**src/sv/dllp_pkg.sv**
```systemverilog
// Shared types, codes and helpers for the directory listing line parser.
// No dependencies; used by dllp_ctrl, dllp_dp and the top level.
package dllp_pkg;

  localparam int NAME_CHARS = 16;
  localparam int ID_CHARS   = 5;
  localparam int MIN_TEXT   = 5;

  localparam logic [7:0] SHIFT_SPACE = 8'hA0;
  localparam logic [7:0] CH_SPACE    = 8'h20;
  localparam logic [7:0] CH_QUOTE    = 8'h22;
  localparam logic [7:0] CH_B        = 8'h62;

  localparam logic [23:0] TAIL_PRG = "prg";
  localparam logic [23:0] TAIL_SEQ = "seq";
  localparam logic [23:0] TAIL_USR = "usr";
  localparam logic [23:0] TAIL_DEL = "del";
  localparam logic [23:0] TAIL_REL = "rel";
  localparam logic [23:0] TAIL_CBM = "cbm";
  localparam logic [23:0] TAIL_DIR = "dir";
  localparam logic [23:0] TAIL_VRP = "vrp";
  localparam logic [23:0] TAIL_LNK = "lnk";

  typedef enum logic [2:0] {
    ST_OK, ST_END, ST_TEXT_ERR, ST_SHORT, ST_DEV_ERR
  } status_t;

  typedef enum logic [3:0] {
    TY_DEL, TY_CBM, TY_DIR, TY_LNK, TY_HEADER, TY_SEQ,
    TY_PRG, TY_USR, TY_REL, TY_VRP, TY_FREE
  } ftype_t;

  typedef enum logic [1:0] {
    KIND_NONE, KIND_NAME, KIND_ID
  } kind_t;

  typedef struct packed {
    logic    size_lo;
    logic    size_hi;
    logic    line_start;
    logic    store;
    logic    fin_init;
    logic    name_wr;
    logic    pos_inc;
    logic    id_init;
    logic    id_wr;
    logic    strip_step;
    logic    emit;
    logic    single;
    status_t st;
    logic    use_size;
  } cmd_t;

  typedef struct packed {
    logic byte_zero;
    logic err_bit;
    logic first_b;
    logic short_line;
    logic is_header;
    logic pos_end;
    logic n_full;
    logic id_last;
    logic eff_quote;
    logic eff_space;
    logic strip_blank;
    logic k_one;
    logic emit_last;
    logic out_free;
  } stat_t;

  function automatic logic is_blank(input logic [7:0] b);
    return (b == 8'h00) || (b == CH_SPACE) || (b == SHIFT_SPACE);
  endfunction

  function automatic ftype_t tail_type(input logic [23:0] t);
    ftype_t r;
    if (t == TAIL_PRG) r = TY_PRG;
    else if (t == TAIL_SEQ) r = TY_SEQ;
    else if (t == TAIL_USR) r = TY_USR;
    else if (t == TAIL_DEL) r = TY_DEL;
    else if (t == TAIL_REL) r = TY_REL;
    else if (t == TAIL_CBM) r = TY_CBM;
    else if (t == TAIL_DIR) r = TY_DIR;
    else if (t == TAIL_VRP) r = TY_VRP;
    else if (t == TAIL_LNK) r = TY_LNK;
    else r = TY_HEADER;
    return r;
  endfunction

endpackage

```
**src/sv/dllp_dp.sv**
```systemverilog
// Datapath: line store memory, line bookkeeping, name/id registers, output register.
// Depends on dllp_pkg; driven by dllp_ctrl commands.
module dllp_dp #(
  parameter int LINE_BYTES = 128
) (
  input  logic             clk,
  input  logic             rst,
  input  logic [7:0]       data_byte,
  input  logic             read_error,
  input  dllp_pkg::cmd_t   cmd,
  output dllp_pkg::stat_t  stat,
  input  logic             out_ready,
  output logic             out_valid,
  output logic [2:0]       status,
  output logic [15:0]      block_count,
  output logic [3:0]       file_type,
  output logic [1:0]       char_kind,
  output logic [3:0]       char_index,
  output logic [7:0]       char_value,
  output logic             last
);

  localparam int AW = $clog2(LINE_BYTES);
  localparam int CW = $clog2(LINE_BYTES + 1);
  localparam int PW = $clog2(LINE_BYTES + dllp_pkg::NAME_CHARS + dllp_pkg::ID_CHARS + 4);

  logic [7:0]    mem [LINE_BYTES];
  logic [7:0]    rd;
  logic [15:0]   size;
  logic [CW-1:0] count;
  logic [CW-1:0] len;
  logic [7:0]    sh0, sh1, t0, t1, t2, first;
  logic          qfound;
  logic [AW-1:0] qpos;
  logic [PW-1:0] pos;
  logic [4:0]    n;
  logic [3:0]    k;
  logic [4:0]    e;
  logic [7:0]    name [dllp_pkg::NAME_CHARS];
  logic [7:0]    id [dllp_pkg::ID_CHARS];
  dllp_pkg::ftype_t ty;

  logic          can_store;
  logic [7:0]    effv;
  logic [4:0]    e_id;
  logic [7:0]    emit_val;

  assign can_store = count < CW'(LINE_BYTES);
  assign effv      = (PW'(len) > pos) ? rd : 8'h00;
  assign e_id      = e - 5'(dllp_pkg::NAME_CHARS);
  assign emit_val  = (e < 5'(dllp_pkg::NAME_CHARS)) ? name[e[3:0]] : id[e_id[2:0]];

  assign stat.byte_zero   = data_byte == 8'h00;
  assign stat.err_bit     = read_error;
  assign stat.first_b     = first == dllp_pkg::CH_B;
  assign stat.short_line  = count < CW'(dllp_pkg::MIN_TEXT);
  assign stat.is_header   = ty == dllp_pkg::TY_HEADER;
  assign stat.pos_end     = pos >= PW'(LINE_BYTES);
  assign stat.n_full      = n == 5'(dllp_pkg::NAME_CHARS);
  assign stat.id_last     = n == 5'(dllp_pkg::ID_CHARS - 1);
  assign stat.eff_quote   = effv == dllp_pkg::CH_QUOTE;
  assign stat.eff_space   = effv == dllp_pkg::CH_SPACE;
  assign stat.strip_blank = dllp_pkg::is_blank(name[k]);
  assign stat.k_one       = k == 4'd1;
  assign stat.emit_last   = (ty == dllp_pkg::TY_HEADER)
                            ? (e == 5'(dllp_pkg::NAME_CHARS + dllp_pkg::ID_CHARS - 1))
                            : (e == 5'(dllp_pkg::NAME_CHARS - 1));
  assign stat.out_free    = !out_valid || out_ready;

  // line store: one write port for text, one registered read port at pos
  always_ff @(posedge clk) begin
    if (cmd.store && can_store) begin
      mem[count[AW-1:0]] <= data_byte;
    end
    rd <= mem[pos[AW-1:0]];
  end

  always_ff @(posedge clk) begin
    if (rst) begin
      size  <= '0;
      count <= '0;
      len   <= '0;
      first <= '0;
      for (int i = 0; i < dllp_pkg::ID_CHARS; i++) id[i] <= '0;
    end else begin
      if (cmd.size_lo) size <= {8'h00, data_byte};
      if (cmd.size_hi) size <= {data_byte, size[7:0]};
      if (cmd.line_start) begin
        count  <= '0;
        len    <= '0;
        first  <= '0;
        sh0    <= '0;
        sh1    <= '0;
        qfound <= 1'b0;
      end
      if (cmd.store && can_store) begin
        count <= count + 1'b1;
        sh0   <= data_byte;
        sh1   <= sh0;
        if (count == '0) first <= data_byte;
        // trailing blanks never count: len tracks the last non-blank byte
        if (!dllp_pkg::is_blank(data_byte)) begin
          len <= count + 1'b1;
          t0  <= sh1;
          t1  <= sh0;
          t2  <= data_byte;
        end
        if (data_byte == dllp_pkg::CH_QUOTE && !qfound) begin
          qfound <= 1'b1;
          qpos   <= count[AW-1:0];
        end
      end
      if (cmd.fin_init) begin
        for (int i = 0; i < dllp_pkg::NAME_CHARS; i++) name[i] <= '0;
        n <= '0;
        e <= '0;
        pos <= qfound ? (PW'(qpos) + 1'b1) : PW'(LINE_BYTES + 1);
        if (stat.first_b) ty <= dllp_pkg::TY_FREE;
        else if (len >= CW'(3)) ty <= dllp_pkg::tail_type({t0, t1, t2});
        else ty <= dllp_pkg::TY_HEADER;
      end
      if (cmd.name_wr) begin
        name[n[3:0]] <= effv;
        n   <= n + 1'b1;
        pos <= pos + 1'b1;
      end
      if (cmd.pos_inc) pos <= pos + 1'b1;
      if (cmd.id_init) begin
        n <= '0;
        k <= 4'(dllp_pkg::NAME_CHARS - 1);
      end
      if (cmd.id_wr) begin
        if (effv != 8'h00) id[n[2:0]] <= effv;
        n   <= n + 1'b1;
        pos <= pos + 1'b1;
      end
      if (cmd.strip_step) begin
        name[k] <= '0;
        k <= k - 1'b1;
      end
      if (cmd.emit) e <= e + 1'b1;
    end
  end

  // output register
  always_ff @(posedge clk) begin
    if (rst) begin
      out_valid <= 1'b0;
    end else if (cmd.single) begin
      out_valid   <= 1'b1;
      status      <= cmd.st;
      block_count <= cmd.use_size ? size : 16'h0000;
      file_type   <= dllp_pkg::TY_DEL;
      char_kind   <= dllp_pkg::KIND_NONE;
      char_index  <= '0;
      char_value  <= '0;
      last        <= 1'b1;
    end else if (cmd.emit) begin
      out_valid   <= 1'b1;
      status      <= dllp_pkg::ST_OK;
      block_count <= size;
      file_type   <= ty;
      if (e < 5'(dllp_pkg::NAME_CHARS)) begin
        char_kind  <= dllp_pkg::KIND_NAME;
        char_index <= e[3:0];
      end else begin
        char_kind  <= dllp_pkg::KIND_ID;
        char_index <= e_id[3:0];
      end
      char_value  <= emit_val;
      last        <= stat.emit_last;
    end else if (out_ready) begin
      out_valid <= 1'b0;
    end
  end

  a_count_cap: assert property (@(posedge clk) disable iff (rst)
    count <= CW'(LINE_BYTES)) else $error("text count past line size");
  a_len_le_count: assert property (@(posedge clk) disable iff (rst)
    len <= count) else $error("stripped length beyond text count");
  a_one_load: assert property (@(posedge clk) disable iff (rst)
    !(cmd.emit && cmd.single)) else $error("two result loads in one cycle");
  a_emit_range: assert property (@(posedge clk) disable iff (rst)
    cmd.emit |-> e < 5'(dllp_pkg::NAME_CHARS + dllp_pkg::ID_CHARS))
    else $error("emit index out of range");

endmodule

```
**src/sv/dllp_ctrl.sv**
```systemverilog
// Controller: line phase and end-of-line scan sequencing.
// Depends on dllp_pkg; commands dllp_dp.
module dllp_ctrl (
  input  logic            clk,
  input  logic            rst,
  input  logic            in_valid,
  output logic            in_ready,
  input  dllp_pkg::stat_t stat,
  output dllp_pkg::cmd_t  cmd
);

  typedef enum logic [4:0] {
    S_LINK0, S_LINK1, S_CLO, S_CHI, S_TEXT, S_FIN, S_ONE,
    S_NRD, S_NEV, S_QRD, S_QEV, S_SRD, S_SEV, S_IRD, S_IEV, S_STRIP, S_EMIT
  } state_t;

  state_t state, state_next;
  logic   acc;

  assign in_ready = stat.out_free &&
                    (state == S_LINK0 || state == S_LINK1 || state == S_CLO ||
                     state == S_CHI || state == S_TEXT);
  assign acc = in_valid && in_ready;

  always_comb begin
    cmd        = '0;
    cmd.st     = dllp_pkg::ST_OK;
    state_next = state;
    case (state)
      S_LINK0: if (acc) begin
        if (stat.byte_zero) begin
          cmd.single = 1'b1;
          cmd.st     = dllp_pkg::ST_END;
        end else if (stat.err_bit) begin
          cmd.single = 1'b1;
          cmd.st     = dllp_pkg::ST_DEV_ERR;
        end else begin
          state_next = S_LINK1;
        end
      end
      S_LINK1: if (acc) state_next = S_CLO;
      S_CLO: if (acc) begin
        cmd.size_lo = 1'b1;
        state_next  = S_CHI;
      end
      S_CHI: if (acc) begin
        cmd.size_hi    = 1'b1;
        cmd.line_start = 1'b1;
        state_next     = S_TEXT;
      end
      S_TEXT: if (acc) begin
        if (stat.byte_zero) begin
          state_next = S_FIN;
        end else begin
          cmd.store = 1'b1;
          if (stat.err_bit) begin
            cmd.single   = 1'b1;
            cmd.st       = dllp_pkg::ST_TEXT_ERR;
            cmd.use_size = 1'b1;
            state_next   = S_LINK0;
          end
        end
      end
      S_FIN: begin
        cmd.fin_init = 1'b1;
        if (stat.first_b) state_next = S_EMIT;
        else if (stat.short_line) state_next = S_ONE;
        else state_next = S_NRD;
      end
      S_ONE: if (stat.out_free) begin
        cmd.single   = 1'b1;
        cmd.st       = dllp_pkg::ST_SHORT;
        cmd.use_size = 1'b1;
        state_next   = S_LINK0;
      end
      S_NRD: begin
        if (stat.pos_end || stat.n_full) state_next = stat.is_header ? S_QRD : S_EMIT;
        else state_next = S_NEV;
      end
      S_NEV: begin
        if (stat.eff_quote) begin
          state_next = stat.is_header ? S_QRD : S_EMIT;
        end else begin
          cmd.name_wr = 1'b1;
          state_next  = S_NRD;
        end
      end
      S_QRD: state_next = S_QEV;
      S_QEV: begin
        cmd.pos_inc = stat.eff_quote;
        state_next  = S_SRD;
      end
      S_SRD: state_next = S_SEV;
      S_SEV: begin
        cmd.pos_inc = stat.eff_space;
        cmd.id_init = 1'b1;
        state_next  = S_IRD;
      end
      S_IRD: state_next = S_IEV;
      S_IEV: begin
        cmd.id_wr  = 1'b1;
        state_next = stat.id_last ? S_STRIP : S_IRD;
      end
      S_STRIP: begin
        if (stat.strip_blank) begin
          cmd.strip_step = 1'b1;
          if (stat.k_one) state_next = S_EMIT;
        end else begin
          state_next = S_EMIT;
        end
      end
      S_EMIT: if (stat.out_free) begin
        cmd.emit = 1'b1;
        if (stat.emit_last) state_next = S_LINK0;
      end
      default: state_next = S_LINK0;
    endcase
  end

  always_ff @(posedge clk) begin
    if (rst) begin
      state <= S_LINK0;
    end else begin
      state <= state_next;
    end
  end

  a_no_take_in_scan: assert property (@(posedge clk) disable iff (rst)
    (state == S_NRD || state == S_NEV || state == S_EMIT) |-> !in_ready)
    else $error("input taken during line scan");
  a_text_after_count: assert property (@(posedge clk) disable iff (rst)
    (state == S_TEXT) |-> ($past(state) == S_CHI || $past(state) == S_TEXT))
    else $error("text phase entered out of order");
  a_emit_after_fin: assert property (@(posedge clk) disable iff (rst)
    cmd.fin_init |=> state != S_FIN) else $error("finish stuck");

endmodule

```
**src/sv/directory_listing_line_parser_top.sv**
```systemverilog
// Directory listing line parser: takes a BASIC-form directory listing one byte per
// beat and, at each line end, gives status, block count, file type and the name and
// disk id characters, one result per beat; an end marker, a device error or a text
// error gives a single status beat. A byte is taken only in the link, count and text
// phases and while the output register is free. At a line end the block scans the
// stored line through its single registered read port, with a read step and an
// evaluate step per name position. A header line then skips the closing quote and a
// space, reads the disk id and trims trailing blanks from the name; a short or
// blocks-free line skips the scan. Then 1, 16 or 21 result beats follow, one per
// cycle while the output is taken; input waits until the last is loaded.
// Depends on dllp_pkg, dllp_ctrl and dllp_dp.
module directory_listing_line_parser_top #(
  parameter int LINE_BYTES = 128
) (
  input  logic        clk,
  input  logic        rst,
  input  logic        in_valid,
  output logic        in_ready,
  input  logic [7:0]  data_byte,
  input  logic        read_error,
  output logic        out_valid,
  input  logic        out_ready,
  output logic [2:0]  status,
  output logic [15:0] block_count,
  output logic [3:0]  file_type,
  output logic [1:0]  char_kind,
  output logic [3:0]  char_index,
  output logic [7:0]  char_value,
  output logic        last
);

  dllp_pkg::cmd_t  cmd;
  dllp_pkg::stat_t stat;

  dllp_ctrl u_ctrl (
    .clk      (clk),
    .rst      (rst),
    .in_valid (in_valid),
    .in_ready (in_ready),
    .stat     (stat),
    .cmd      (cmd)
  );

  dllp_dp #(.LINE_BYTES(LINE_BYTES)) u_dp (
    .clk         (clk),
    .rst         (rst),
    .data_byte   (data_byte),
    .read_error  (read_error),
    .cmd         (cmd),
    .stat        (stat),
    .out_ready   (out_ready),
    .out_valid   (out_valid),
    .status      (status),
    .block_count (block_count),
    .file_type   (file_type),
    .char_kind   (char_kind),
    .char_index  (char_index),
    .char_value  (char_value),
    .last        (last)
  );

endmodule

```
**config.mk**
```make
export PLATFORM = sky130hd
export DESIGN_NAME = directory_listing_line_parser_top
export DESIGN_NICKNAME = d
export VERILOG_FILES = /design/src/sv/dllp_pkg.sv /design/src/sv/dllp_dp.sv /design/src/sv/dllp_ctrl.sv /design/src/sv/directory_listing_line_parser_top.sv
export SDC_FILE = /design/constraint.sdc
export NUM_CORES = 2
export LEC_CHECK = 0
export ABC_CLOCK_PERIOD_IN_PS = 6700
export BUFFER_PORTS_ARGS = -buffer_cell sky130_fd_sc_hd__buf_2
export CAP_MARGIN = 30
export CELL_PAD_IN_SITES_DETAIL_PLACEMENT = 2
export CELL_PAD_IN_SITES_GLOBAL_PLACEMENT = 2
export CORE_ASPECT_RATIO = 1.2
export CORE_MARGIN = 2
export CORE_UTILIZATION = 34
export DETAILED_ROUTE_END_ITERATION = 12
export PLACE_DENSITY_LB_ADDON = 0.25
export REMOVE_ABC_BUFFERS = 1
export SYNTH_ARGS = -nofsm -noshare
export SYNTH_HDL_FRONTEND = slang
export SYNTH_SLANG_ARGS = --single-unit
export TNS_END_PERCENT = 20
```
**constraint.sdc**
```tcl
create_clock -name clk -period 6.7 [get_ports clk]
set_input_delay 0.335 -clock clk [delete_from_list [all_inputs] [get_ports clk]]
set_output_delay 0.335 -clock clk [all_outputs]
set_load 0.01 [all_outputs]
```
==> out/qor.yml <==
run_status: "finished clean"
cp-start-kind: "flop"
syn2layout_area_growth_pct: 14.1
fmax_mhz: 206
hold_ws_ns: 0.103
numCtsBuffers: 151
wl_um: 171000
core-area_um2: 166000
cts_sinks: 1390
antenna_found_initial: 8
finClkSkew_ns: 0.0324
vias_per_cell: 5.39
period_share_pct: 72.3
p_leak_uw: 0.0205
hp-class: "primary input to flop"
reg2regPathDepth: 10
clockRootBuffer: "clkbuf_16"
start_util_pct: 34.2
first_pass_iters: 5
htreeDepth: 4
timing_worst_setup_path_type: "flop to flop"
clk_latency_ns: 0.82
finalHoldViolCount: 0
synth-edff-count: 1328
place.gp.congestion: 0.793
report.final.slew_viol_count: 0
drc: 0
power.density_nw_per_um2: 284
io_buffers: 52
ant_nets: 0
final_nets: 3434
route.vias.total: 31137
grt_pass1_vias: 34437
ys.flop_type: "edfxtp_1"
cts.hold.buffers_added: 6
dpl.hpwl_um: 110000
netlist_area_um2: 57000
ctsLongestPathBuffers: 3
clk_pin_slew_ns: 0.06
dieArea_um2: 171000
placementRows: 164
rsz0062_at_grt: "false"
die_h_um: 452
die_w_um: 378
endpoint_kind: "flop"
r2r_setup_slack_ns: 1.86
synthArstFlopShare_pct: 0
cts_setup_buffers: 0
setup_viol: 0
cts_tree: "built"
reg2reg_to: "u_dp.name[1][3]$_SDFFCE_PN0P_"
synth.distinct_cells: 81
io_pins: 53
worstMarginPinSlew_ns: 1.06
syn-instance-count: 3296
grt_pass1_wl_um: 248000
grt_max_degree: 90
drive_gt1_share_pct: 20.3
worstPathMaxFanout: 29
fin_crit_ns: 4.84
cp.required_ns: 7.25
grt.total_usage_pct: 20.0
drv_cap: 0
post_cts_resized: 0
yosys_warnings: 0
fillCellCount: 15989
wl_per_cell_um: 29.5
crit_end: "u_dp.name[1][3]$_SDFFCE_PN0P_"
yosys_register_bits: 1390
grt_overflow: 0
crit_arrival_ns: 5.40
place_inst: 5472
synth.avg_cell_area_um2: 17.3
fin_cells: 5774
max-slew-margin-rel_pct: 29.0
drt_iter0_drc: 2206
ir_drop_v: 0.000220
yosysSeqAreaShare_pct: 72.2
## how the worst min path moves through the flow
stage                                          from  cells after the start                            to  slack (ns)
after global routing                       in_valid                      3  u_dp.status[0]$_SDFFCE_PN0P_        0.09
after floorplan                                 rst                      1    u_dp.count[3]$_SDFFE_PP0N_        0.40
after CTS                                  in_valid                      3  u_dp.status[0]$_SDFFCE_PN0P_        0.05
after detailed placement  u_dp.sh1[1]$_SDFFCE_PN0P_                      0          u_dp.t0[1]$_DFFE_PP_        0.41
after global placement    u_dp.sh1[2]$_SDFFCE_PN0P_                      0          u_dp.t0[2]$_DFFE_PP_        0.40
final                                      in_valid                      3  u_dp.status[0]$_SDFFCE_PN0P_        0.10
## worst max-delay path, cell delays in order (launching register included)
cell and delay, ns:
dfxtp_1 0.89, or3b_2 0.52, a2111oi_0 0.39, o21ai_0 0.18, a21oi_1 0.20, a211o_1 0.41, a21o_1 0.18, buf_4 0.36
a21boi_0 0.71, o21ai_0 0.44, clkbuf_2 0.28
## cells in the mapped netlist (46+ instances only)
| cell type | number | area share, % |
|---|---|---|
| nand3_1 | 53 | 0.47 |
| nand2_1 | 123 | 0.81 |
| mux4_2 | 268 | 11 |
| mux2i_1 | 158 | 2.8 |
| a21oi_1 | 90 | 0.79 |
| nor3_1 | 89 | 0.78 |
| and2_1 | 46 | 0.51 |
| clkbuf_1 | 105 | 0.69 |
| o221ai_1 | 69 | 1.1 |
| edfxtp_1 | 1328 | 70 |
| inv_1 | 46 | 0.30 |
| dfxtp_1 | 62 | 2.2 |
| nor2_1 | 344 | 2.3 |
## cell usage in the layout (no fill, tap or decap), drive strengths merged, types with 69 or more instances in the layout
cell       n
a21oi     90
buf      141
clkbuf   180
clkinv    75
edfxtp  1328
mux2i    158
mux4     268
nand2    124
nor2     346
nor3     128
o221ai    69
## power by group
| part | total [uW] | switching (uW) | internal, uW |
|---|---|---|---|
| sequential | 9590 | 46.1 | 9540 |
| combinational | 424 | 312 | 112 |
| clock | 8460 | 3630 | 4840 |
| total | 18500 | 3980 | 14500 |
## metrics by stage
step	setup slack (ns)	cell area (um2)	TNS (ns)	util, %	power (uW)
2_1_floorplan	-8.56	56000	-3220.62	-	9930
3_3_place_gp	1.89	59800	0	35.9	10200
3_5_place_dp	1.79	59900	0	36.0	10200
4_1_cts	1.77	64900	0	39.0	18700
5_1_grt	1.48	65000	0	39.1	19000
6_report	1.86	65000	0	39.1	18500
## logic make-up after synthesis
logic type | after synthesis | synth area share (%)
xor gates and xnor gates | 23 | 0.354
DFF | 1390 | 72.2
adders and majority gates | 19 | 0.417
muxes | 428 | 13.4
AOI/OAI and AO/OA | 361 | 4.42
and+or+nand+nor | 829 | 7.23
buffers and inverters | 246 | 2.01
## cell type report
class                      instances  area (um2)  share of cell area (%)
clock inverter                   104        1030                    1.59
multi-input combinational       1660       14800                    22.7
timing repair buffer             151        1210                    1.85
antenna                            4        10.0                  0.0154
inverter                          48         180                   0.277
clock buffer                     176        3910                    6.02
tap                             2241        2800                    4.31
sequential                      1390       41100                    63.2
## flip-flops by register name (all words and copies together) (netlist names), 8 cells and up, named ones only
| register | cells |
|---|---|
| u_dp.pos | 8 |
| u_dp.t0 | 8 |
| u_dp.block_count | 16 |
| u_dp.id | 64 |
| u_dp.t2 | 8 |
| u_dp.sh1 | 8 |
| u_dp.len | 8 |
| u_dp.name | 128 |
| u_dp.count | 8 |
| u_dp.char_value | 8 |
| u_dp.size | 16 |
| u_dp.t1 | 8 |
| u_dp.rd | 8 |
| u_dp.mem | 1024 |
| u_dp.first | 8 |
| u_dp.sh0 | 8 |
## layer usage
metal	part of all wire (%)	track usage (%)	up-vias
li1	-	-	13436
met2	52	35.7	702
met1	40	24.1	16716
met5	0.025	0	-
met4	3.7	7.57	6
met3	3.9	3.60	277
(Power assumes the default switching activity.)
